## src/tlpt_pkg.sv

```systemverilog
package tlpt_pkg;

	// Size of the table pool. TBL_W, NF_W, TBL_DEPTH, TADDR_W and DIR_W follow from it.
	localparam int NUM_TABLES = 8;

	localparam int DIR_ENTRIES = 1024;
	localparam int TBL_ENTRIES = 1024;
	localparam int IDX_W       = $clog2(DIR_ENTRIES);
	localparam int TBL_W       = (NUM_TABLES > 1) ? $clog2(NUM_TABLES) : 1;
	localparam int NF_W        = $clog2(NUM_TABLES + 1);
	localparam int TBL_DEPTH   = NUM_TABLES * TBL_ENTRIES;
	localparam int TADDR_W     = $clog2(TBL_DEPTH);
	localparam int DIR_W       = TBL_W + 1;

	localparam int ADDR_W   = 32;
	localparam int OFS_W    = 12;
	localparam int FRAME_W  = ADDR_W - OFS_W;
	localparam int PTE_W    = FRAME_W + 1;
	localparam int FUNC_W   = 2;
	localparam int STATUS_W = 2;

	localparam logic [FUNC_W-1:0] FN_MAP   = 2'd0;
	localparam logic [FUNC_W-1:0] FN_UNMAP = 2'd1;
	localparam logic [FUNC_W-1:0] FN_XLATE = 2'd2;

	localparam logic [STATUS_W-1:0] ST_OK    = 2'd0;
	localparam logic [STATUS_W-1:0] ST_FAULT = 2'd1;
	localparam logic [STATUS_W-1:0] ST_NOTBL = 2'd2;

	typedef struct packed {
		logic                capture;
		logic                dir_rd;
		logic                dir_clr_wr;
		logic                dir_link_wr;
		logic                tbl_rd;
		logic                tbl_clr_wr;
		logic                pte_wr;
		logic                pte_new;
		logic                clr_inc;
		logic                alloc_inc;
		logic                out_load;
		logic                out_from_pte;
		logic [STATUS_W-1:0] out_status;
	} tlpt_cmd_t;

	typedef struct packed {
		logic [FUNC_W-1:0] func;
		logic              dir_present;
		logic              pool_full;
		logic              clr_last;
		logic              out_busy;
	} tlpt_sts_t;

endpackage

```

## src/tlpt_ctrl.sv

```systemverilog
module tlpt_ctrl (
	input  logic                clk,
	input  logic                arst_n,
	input  logic                in_valid,
	output logic                in_stall,
	input  tlpt_pkg::tlpt_sts_t sts,
	output tlpt_pkg::tlpt_cmd_t cmd
);
	import tlpt_pkg::*;

	typedef enum logic [2:0] {
		S_INIT,
		S_IDLE,
		S_DIR,
		S_DECIDE,
		S_CLEAR,
		S_LINK,
		S_TBL,
		S_RESP
	} state_t;

	state_t              state_q;
	state_t              state_d;
	logic [STATUS_W-1:0] resp_code_q;
	logic [STATUS_W-1:0] resp_code_d;
	logic                resp_pte_q;
	logic                resp_pte_d;

	assign in_stall = (state_q != S_IDLE);

	always_comb begin
		cmd         = '0;
		state_d     = state_q;
		resp_code_d = resp_code_q;
		resp_pte_d  = resp_pte_q;
		cmd.out_status   = resp_code_q;
		cmd.out_from_pte = resp_pte_q;
		unique case (state_q)
			S_INIT: begin
				// Directory sweep after reset: every entry becomes not present.
				cmd.dir_clr_wr = 1'b1;
				cmd.clr_inc    = 1'b1;
				if (sts.clr_last) begin
					state_d = S_IDLE;
				end
			end
			S_IDLE: begin
				cmd.capture = in_valid;
				if (in_valid) begin
					state_d = S_DIR;
				end
			end
			S_DIR: begin
				cmd.dir_rd = 1'b1;
				state_d    = S_DECIDE;
			end
			S_DECIDE: begin
				resp_code_d = ST_OK;
				resp_pte_d  = 1'b0;
				state_d     = S_RESP;
				case (sts.func)
					FN_MAP: begin
						if (sts.dir_present) begin
							cmd.pte_wr = 1'b1;
						end else if (sts.pool_full) begin
							resp_code_d = ST_NOTBL;
						end else begin
							state_d = S_CLEAR;
						end
					end
					FN_UNMAP: begin
						cmd.pte_wr = sts.dir_present;
					end
					FN_XLATE: begin
						if (sts.dir_present) begin
							state_d = S_TBL;
						end else begin
							resp_code_d = ST_FAULT;
						end
					end
					default: begin
						resp_code_d = ST_OK;
					end
				endcase
			end
			S_CLEAR: begin
				cmd.tbl_clr_wr = 1'b1;
				cmd.clr_inc    = 1'b1;
				if (sts.clr_last) begin
					state_d = S_LINK;
				end
			end
			S_LINK: begin
				cmd.dir_link_wr = 1'b1;
				cmd.pte_wr      = 1'b1;
				cmd.pte_new     = 1'b1;
				cmd.alloc_inc   = 1'b1;
				resp_code_d     = ST_OK;
				resp_pte_d      = 1'b0;
				state_d         = S_RESP;
			end
			S_TBL: begin
				cmd.tbl_rd = 1'b1;
				resp_pte_d = 1'b1;
				state_d    = S_RESP;
			end
			S_RESP: begin
				if (!sts.out_busy) begin
					cmd.out_load = 1'b1;
					state_d      = S_IDLE;
				end
			end
			default: begin
				state_d = S_IDLE;
			end
		endcase
	end

	always_ff @(posedge clk or negedge arst_n) begin
		if (!arst_n) begin
			state_q     <= S_INIT;
			resp_code_q <= ST_OK;
			resp_pte_q  <= 1'b0;
		end else begin
			state_q     <= state_d;
			resp_code_q <= resp_code_d;
			resp_pte_q  <= resp_pte_d;
		end
	end

	a_link_has_room: assert property (@(posedge clk) disable iff (!arst_n)
		cmd.dir_link_wr |-> !sts.pool_full)
		else $error("directory linked with the table pool exhausted");

	a_one_in_flight: assert property (@(posedge clk) disable iff (!arst_n)
		(in_valid && !in_stall) |=> in_stall)
		else $error("second request taken while one is in progress");

endmodule

```

## config.mk

```make
export PLATFORM = sky130hd
export DESIGN_NAME = tlpt_ctrl
export DESIGN_NICKNAME = d
export VERILOG_FILES = /design/src/tlpt_pkg.sv /design/src/tlpt_ctrl.sv
export SDC_FILE = /design/constraint.sdc
export NUM_CORES = 1
export LEC_CHECK = 0
export BUFFER_PORTS_ARGS = -buffer_cell sky130_fd_sc_hd__buf_2
export CAP_MARGIN = 20
export CORE_AREA = 2 2 39 41
export CTS_BUF_LIST = sky130_fd_sc_hd__clkbuf_4
export CTS_CLUSTER_DIAMETER = 40
export CTS_CLUSTER_SIZE = 24
export DETAILED_ROUTE_END_ITERATION = 8
export DIE_AREA = 0 0 41 43
export GPL_TIMING_DRIVEN = 0
export MAX_ROUTING_LAYER = met4
export PLACE_DENSITY_LB_ADDON = 0.2
export RECOVER_POWER = 25
export SLEW_MARGIN = 30
export SYNTH_ARGS = -nofsm -noshare
export SYNTH_HDL_FRONTEND = slang
export SYNTH_SLANG_ARGS = --single-unit
```

## constraint.sdc

```tcl
create_clock -name clk -period 3.75 [get_ports clk]
set_input_delay 0.75 -clock clk [delete_from_list [all_inputs] [get_ports clk]]
set_output_delay 0.75 -clock clk [all_outputs]
set_load 0.01 [all_outputs]
```

==> run_results.csv, run 1 <==
group,metric,value,unit
cts,clkTransAtPathRegs,0.04,ns
synthesis,syn_area_per_cell,9.13,sq um
final_layout,diodes,0,
placed_design,placed_cell_area,601,sq um
min_path,hold_class,"in2async",
synthesis,synth_fp_nets,60,
timing,post-route-period-util,56.8,%
synthesis,synth_cells,51,
power,vdd.ir_drop.worst,275,uV
timing,final-hold-violation-count,0,
drt,wl,949,um
die,die-width,41,um
cts,cts_made_buffers,3,
die,coreArea,1380,sq um
timing,slew_headroom,80.5,%
placed_design,hpwl,765,um
final_layout,final_cell_area,622,sq um
final_layout,nets,88,
drt,vias,420,
timing,fin_ws,1.62,ns
synthesis,ys_ff_latch,6,
placed_design,port_buffers,23,
timing,fmax,469,MHz
cts,post_cts_buffers,0,
placed_design,post-place-cells,90,
die,dieArea,1760,sq um
synthesis,async_flop_share,100,%
synthesis,synth_edf_count,0,
timing,setup_tns,0,ns
final_layout,area_growth,33.6,%
critical_path,start_kind,"flop",
die,die_h,43,um
final_layout,fillCellCount,170,
run,max-cap-violations,0,
critical_path,required,3.00,ns
cts,cts_tree,"yes",
drt,drt_iter0_markers,4,
timing,period_needed,2.13,ns
global_route,grt_pass1_vias,399,
cts,cts_hold_buf,0,
synthesis,yosysWarnings,0,
die,rows,14,
drt,routedWlPerCell,10.2,um
critical_path,critPathKind,"reg2out",
final_layout,post_layout_nonfiller_instances,93,
drt,drtAntennaViolNets,0,
cts,cts_resized,0,
placed_design,place_congestion,0.660,
drt,route.detailed.drc,0,
placed_design,pre_cts_slack,1.66,ns
power,total_power,0.000415,W
timing,setup_viol,0,
die,initial_core_util,33.6,%
critical_path,cp-end-kind,"primary output",
drt,routed_via_density,4.52,
global_route,grt_start_max_net_pins,11,
global_route,gr-total-overflow,0,
synthesis,synth-seq-area-share,32.3,%
timing,drv_slew,0,
cts,htreeDepth,1,
timing,rsz0062_at_grt,"no",
critical_path,arrival,1.38,ns
cts,clock_tree.root_cell,"clkbuf_4",
global_route,antenna_found_initial,0,
power,power_density,668,nW/um^2
die,ios,24,
synthesis,ys_types,26,
cts,cts.path.max_buffers,2,
cts,cts.sinks,6,
power,leakagePower,0.337,nW
global_route,grt_usage,13.4,%
critical_path,cp_max_fo,10,
drt,dr.pass1.iters,3,
outcome,status,"completed",
synthesis,syn_area,465,sq um
global_route,grt_pass1_wl,1.55,mm
cts,clk_latency,0.24,ns
timing,finClkSkew,0.00391,ns
final_layout,layout-drive-gt1-share,51.9,%
synthesis,synth_flop_cell,"dfrtp_1",
timing,tightestPinTransition,0.293,ns
## area by class of cell
cell class / count / area [sq um] / share of cell area (%)
Multi-Input combinational cell: 34 / 239 / 38.4
Sequential cell: 6 / 150 / 24.1
Timing Repair Buffer: 23 / 114 / 18.3
Buffer: 8 / 65.1 / 10.5
Clock buffer: 3 / 22.5 / 3.62
Tap cell: 16 / 20.0 / 3.22
Inverter: 3 / 11.3 / 1.81
## synthesized netlist by cell type (all sizes together), types with 2 or more instances
cell	number	area, sq um
dfrtp	6	150
nand2	3	13.8
o21ai	4	23.8
nor3	5	30.0
nor2	6	22.5
buf	8	65.1
a22o	2	17.5
a21oi	2	10.0
nor2b	2	20.0
inv	3	11.3
## per-layer routing
metal	global-route usage, %	routed length [um]
met5	-	0
met4	8.00	5
met3	1.57	50
met2	19.7	444
met1	16.9	449
## critical path, cell delays in order (launching register included)
cell and delay [ns]:
dfrtp_1 0.37, buf_6 0.14, and2b_1 0.19, and2_1 0.18, buf_4 0.13, buf_2 0.13
## flip-flops by register name (all words and copies together) (netlist names)
| name | cells |
|---|---|
| resp_code_q | 2 |
| resp_pte_q | 1 |
| state_q | 3 |
## cell usage in the layout, fill, tap and decap left out, types with 2 or more instances in the layout
master,n
a21oi_1,2
a22o_1,2
buf_2,23
buf_4,5
buf_6,2
clkbuf_4,3
dfrtp_1,6
inv_1,3
nand2_1,2
nor2_1,6
nor3_1,4
o21ai_0,3
## power breakdown
| part | internal, W | total [W] | leakage [nW] | switching (W) |
|---|---|---|---|---|
| Sequential | 0.0000846 | 0.0000959 | 0.0714 | 0.0000113 |
| Combinational | 0.000127 | 0.000262 | 0.252 | 0.000135 |
| Clock | 0.0000360 | 0.0000567 | 0.0138 | 0.0000207 |
## path summary, 6_finish.rpt
check	startpoint	to	slack, ns	depth (start not counted)
setup reg to reg	state_q[2]	resp_code_q[1]	2.66	3
setup / recovery	state_q[2]	cmd[10]	1.62	5
min in group clk	resp_code_q[0]	resp_code_q[0]	0.49	1
max in group asynchronous	arst_n	resp_code_q[0]	3.16	1
hold reg to reg	resp_code_q[0]	resp_code_q[0]	0.49	1
hold / removal	arst_n	resp_pte_q	0.36	1
## logic make-up (layout without fill, tap and decap cells)
logic type             Yosys count  after routing  synth area share (%)
AO/OA/AOI/OAI                   12             12                  19.1
buffers and inverters           11             37                  16.4
flip-flops                       6              6                  32.3
AND/OR/NAND/NOR                 22             22                  32.3
## per-stage QoR
step,util [%],hold slack (ns)
floorplan,-,0.454
global placement,43.4,0.487
detailed placement,43.4,0.485
CTS,45.0,0.317
global route,44.9,0.375
finish,44.9,0.363
(Power assumes the default switching activity.)
==> inputs of run 2 (changes only) <==
==> constraint.sdc (replaced) <==
create_clock -name clk -period 1.84 [get_ports clk]
set_input_delay 0.368 -clock clk [delete_from_list [all_inputs] [get_ports clk]]
set_output_delay 0.368 -clock clk [all_outputs]
set_load 0.01 [all_outputs]
==> run 2 against run 1 <==
Effect of this change:
- worst hold slack gained 0.035 ns
- critical path depth is the same
- highest routed layer unchanged
- sequential power grew 100%
- die area is the same
- global-route usage shrank 0.10 points
- combinational power grew 100%
- wire length shrank 0.32%
- clock skew is the same
- largest cell class unchanged
==> run_results.csv, run 2 (same netlist as run 1, synthesis figures left out) <==
group,metric,value,unit
cts,clkTransAtPathRegs,0.04,ns
min_path,holdPathStages,2,
timing,period_needed,1.75,ns
cts,cts_hold_buf,1,
critical_path,critPathKind,"reg2out",
critical_path,arrival,1.38,ns
timing,slew_headroom,80.4,%
drt,route.detailed.drc,0,
critical_path,r2r-end,"resp_code_q[1]",
die,ios,24,
final_layout,area_growth,35.8,%
drt,drt_iter0_markers,4,
power,vdd.ir_drop.worst,560,uV
final_layout,largest_register_ffs,3,
die,initial_core_util,33.6,%
drt,drtAntennaViolNets,0,
min_path,hold_end,"resp_code_q[1]",
global_route,antenna_found_initial,0,
global_route,grt_pass1_wl,1.54,mm
placed_design,placed_cell_area,601,sq um
global_route,grt_usage,13.3,%
cts,cts_tree,"yes",
die,rows,14,
timing,setup_viol,0,
final_layout,seq_area,150,sq um
cts,clock_tree.root_cell,"clkbuf_4",
global_route,grt_pass1_vias,400,
global_route,gr-total-overflow,0,
final_layout,nets,89,
cts,post_cts_buffers,0,
critical_path,cp-end-kind,"primary output",
timing,final-hold-violation-count,0,
critical_path,rr_startpoint,"state_q[2]",
cts,htreeDepth,1,
final_layout,final_cell_mix,"buf_2, nor2_1, dfrtp_1",
final_layout,post-route-util,45.7,%
placed_design,hpwl,765,um
timing,drv_slew,0,
final_layout,final_cell_area,632,sq um
cts,cts_resized,0,
power,power_density,1340,nW/um^2
timing,rsz0062_at_grt,"no",
final_layout,multi_input_area,239,sq um
final_layout,reg_top3,"state_q x3, resp_code_q x2, resp_pte_q x1",
cts,cts.path.max_buffers,2,
outcome,status,"completed",
cts,cts_made_buffers,3,
critical_path,start_kind,"flop",
timing,setup_tns,0,ns
drt,vias,422,
min_path,hold_class,"in2reg",
min_path,min_from,"sts[2]",
run,max-cap-violations,0,
critical_path,ff2ff_setup_slack,0.75,ns
drt,dr.pass1.iters,3,
die,coreArea,1380,sq um
final_layout,fillCellCount,169,
drt,routedWlPerCell,10.1,um
die,die_h,43,um
cts,clk_latency,0.24,ns
timing,fin_ws,0.0911,ns
power,leakagePower,0.341,nW
final_layout,layout-drive-gt1-share,51.3,%
drt,wl,946,um
critical_path,worstRegToRegCells,3,
placed_design,port_buffers,23,
placed_design,place_congestion,0.660,
die,dieArea,1760,sq um
placed_design,pre_cts_slack,0.339,ns
final_layout,layout_commonest_cell,"buf_2",
critical_path,required,1.47,ns
timing,fmax,572,MHz
timing,post-route-period-util,95.0,%
timing,tightestPinTransition,0.295,ns
final_layout,diodes,0,
critical_path,cp_max_fo,10,
final_layout,top_register,"state_q",
cts,cts.sinks,6,
timing,finClkSkew,0.00391,ns
global_route,grt_start_max_net_pins,11,
drt,routed_via_density,4.49,
die,die-width,41,um
## run 2: cell types whose count changed in the layout (fill, tap and decap cells not counted), sizes merged
cell	before	now
dlygate4sd3	0	1
## run 2: final cells by class
class	count	share of cell area, %
Multi-Input combinational cell	34	37.8
Tap cell	16	3.17
Inverter	3	1.78
Buffer	8	10.3
Timing Repair Buffer	24	19.6
Sequential cell	6	23.8
Clock buffer	3	3.56
## run 2: routing by layer
metal	vias to the layer above	global-route usage [%]	wire length, um
li1	227	-	-
met1	181	16.6	443
met2	12	19.7	444
met3	2	1.57	53
met4	0	8.00	5
met5	-	-	0
## run 2: critical path, stage by stage, from the launching register on
cell	delay (ns)
dfrtp_1	0.37
buf_6	0.14
and2b_1	0.19
and2_1	0.18
buf_4	0.13
buf_2	0.13
## run 2: how the worst max path moves through the flow
stage | slack (ns) | from | to | cells past startpoint
after detailed placement | 0.34 | state_q[2] | cmd[10] | 5
after CTS | 0.08 | state_q[2] | cmd[10] | 5
after global routing | 0.007 | state_q[2] | cmd[10] | 5
final | 0.09 | state_q[2] | cmd[10] | 5
after global placement | 0.34 | state_q[2] | cmd[10] | 5
after floorplan | 0.44 | state_q[2] | cmd[10] | 4
## run 2: through the flow
stage | std cells | power [W] | hold slack, ns
final | 94 | 0.000848 | 0.398
after global routing | 94 | 0.000934 | 0.416
after CTS | 94 | 0.000862 | 0.396
after detailed placement | 90 | 0.000737 | 0.193
after global placement | 90 | 0.000733 | 0.195
after floorplan | 51 | 0.000596 | 0.0724
## run 2: power by group
group          switching (W)  internal, W  total [W]  leakage, nW
Combinational       0.000276     0.000261   0.000536        0.256
Sequential         0.0000231     0.000172   0.000196       0.0714
Clock              0.0000422    0.0000734   0.000116       0.0138
==> inputs of run 3 (changes only) <==
--- a/config.mk
+++ b/config.mk
@@ -5,7 +5,6 @@
 export SDC_FILE = /design/constraint.sdc
 export NUM_CORES = 1
 export LEC_CHECK = 0
-export BUFFER_PORTS_ARGS = -buffer_cell sky130_fd_sc_hd__buf_2
 export CAP_MARGIN = 20
 export CORE_AREA = 2 2 39 41
 export CTS_BUF_LIST = sky130_fd_sc_hd__clkbuf_4
@@ -13,6 +12,7 @@
 export CTS_CLUSTER_SIZE = 24
 export DETAILED_ROUTE_END_ITERATION = 8
 export DIE_AREA = 0 0 41 43
+export DONT_BUFFER_PORTS = 1
 export GPL_TIMING_DRIVEN = 0
 export MAX_ROUTING_LAYER = met4
 export PLACE_DENSITY_LB_ADDON = 0.2
==> run 3 against run 2 <==
Effect of this change:
- design area is 18% lower
- global-route usage is 1.4 points lower
- sequential share of layout area is 5.2 points higher
- flip-flop and latch count stayed put
- non-clock buffer count is 23 lower
- largest power group unchanged
- critical path depth is 1 lower
- register-to-register slack worse by 0.03 ns
- highest routed layer unchanged
==> run_results.csv, run 3 (same netlist as run 1, synthesis figures left out) <==
group,metric,value,unit
critical_path,required,1.47,ns
critical_path,rr_startpoint,"state_q[1]",
drt,dr.pass1.iters,2,
timing,fin_ws,0.156,ns
critical_path,r2r-end,"state_q[2]",
timing,final-hold-violation-count,0,
cts,htreeDepth,1,
final_layout,diodes,0,
placed_design,hpwl,728,um
final_layout,reg_top3,"state_q x3, resp_code_q x2, resp_pte_q x1",
cts,clkTransAtPathRegs,0.04,ns
global_route,antenna_found_initial,0,
cts,clock_tree.root_cell,"clkbuf_4",
drt,drt_iter0_markers,2,
min_path,holdPathStages,1,
min_path,min_from,"sts[2]",
timing,setup_tns,0,ns
final_layout,final_cell_mix,"nor2_1, dfrtp_1, buf_4",
drt,met2_length,417,um
power,leakagePower,0.236,nW
global_route,grt_start_max_net_pins,11,
drt,routed_via_density,4.80,
min_path,hold_end,"resp_code_q[1]",
timing,finClkSkew,0.00172,ns
final_layout,fillCellCount,154,
cts,cts.sinks,6,
timing,tightestPinTransition,0.363,ns
global_route,gr-total-overflow,0,
die,die_h,43,um
timing,setup_viol,0,
critical_path,worstRegToRegCells,4,
critical_path,cp_max_fo,10,
timing,fmax,594,MHz
drt,drtAntennaViolNets,0,
critical_path,critPathKind,"reg2out",
drt,route.met3.wl,72,um
critical_path,critPathLaunch,"state_q[2]",
cts,cts.path.max_buffers,2,
die,dieArea,1760,sq um
timing,rsz0062_at_grt,"no",
cts,cts_resized,0,
global_route,grt_usage,12.0,%
min_path,hold_class,"in2reg",
placed_design,place_congestion,0.640,
power,vdd.ir_drop.worst,461,uV
drt,wl_met1,386,um
final_layout,seq_area,150,sq um
die,die-width,41,um
final_layout,multi_input_area,239,sq um
critical_path,cp-end-kind,"primary output",
cts,cts_tree,"yes",
cts,cts_hold_buf,1,
critical_path,ff2ff_setup_slack,0.72,ns
drt,wl,889,um
final_layout,top_register,"state_q",
timing,drv_slew,0,
drt,route.detailed.drc,0,
timing,post-route-period-util,91.5,%
cts,cts_made_buffers,3,
outcome,status,"completed",
die,rows,14,
final_layout,layout-drive-gt1-share,32.7,%
placed_design,pre_cts_slack,0.398,ns
power,power_density,1480,nW/um^2
critical_path,arrival,1.32,ns
critical_path,start_kind,"flop",
global_route,grt_pass1_wl,1.29,mm
timing,whs,0.282,ns
drt,vias,341,
timing,period_needed,1.68,ns
final_layout,area_growth,11.3,%
power,total_power,0.000766,W
final_layout,largest_register_ffs,3,
cts,post_cts_buffers,0,
drt,top_layer_used,"met4",
run,max-cap-violations,0,
die,ios,24,
drt,routedWlPerCell,12.5,um
cts,clk_latency,0.24,ns
die,initial_core_util,33.6,%
final_layout,nets,66,
global_route,grt_pass1_vias,309,
placed_design,port_buffers,0,
die,coreArea,1380,sq um
timing,slew_headroom,75.6,%
## run 3: changes by cell type in the layout (fill, tap and decap cells not counted)
cell      change
buf_2        -22
clkbuf_1      -1
## run 3: area by class of cell
cell class,instances,share of cell area [%]
inverter,3,2.17
clock buffer,3,4.35
tap,16,3.86
sequential,6,29.0
buffer,8,12.6
multi-input combinational,34,46.1
timing repair buffer,1,1.93
## run 3: metrics by stage
stage | instance area (sq um) | std cells | utilization, %
floorplan | 465 | 51 | -
global placement | 485 | 67 | 35.1
detailed placement | 485 | 67 | 35.1
CTS | 518 | 71 | 37.4
global route | 518 | 71 | 37.4
finish | 518 | 71 | 37.4
## run 3: how the worst max path moves through the flow
stage,slack [ns],to
after detailed placement,0.40,cmd[6]
after global routing,0.1,cmd[10]
after floorplan,0.44,cmd[10]
after CTS,0.14,cmd[6]
after global placement,0.40,cmd[10]
final,0.16,cmd[10]
## run 3: report_power, final
| group | internal, W | leakage [nW] | switching, W |
|---|---|---|---|
| Combinational | 0.000203 | 0.151 | 0.000247 |
| Clock | 0.0000732 | 0.0138 | 0.0000394 |
| Sequential | 0.000173 | 0.0714 | 0.0000312 |
## run 3: worst max-delay path: stages, from the launching register on
cell and delay (ns):
dfrtp_1 0.38, buf_6 0.15, and2b_1 0.19, and2_1 0.21, buf_4 0.16
## run 3: metal layers
| layer | up-vias | GRT usage (%) |
|---|---|---|
| met5 | - | - |
| li1 | 182 | - |
| met3 | 2 | 2.09 |
| met1 | 145 | 15.3 |
| met2 | 12 | 14.7 |
| met4 | 0 | 12.0 |
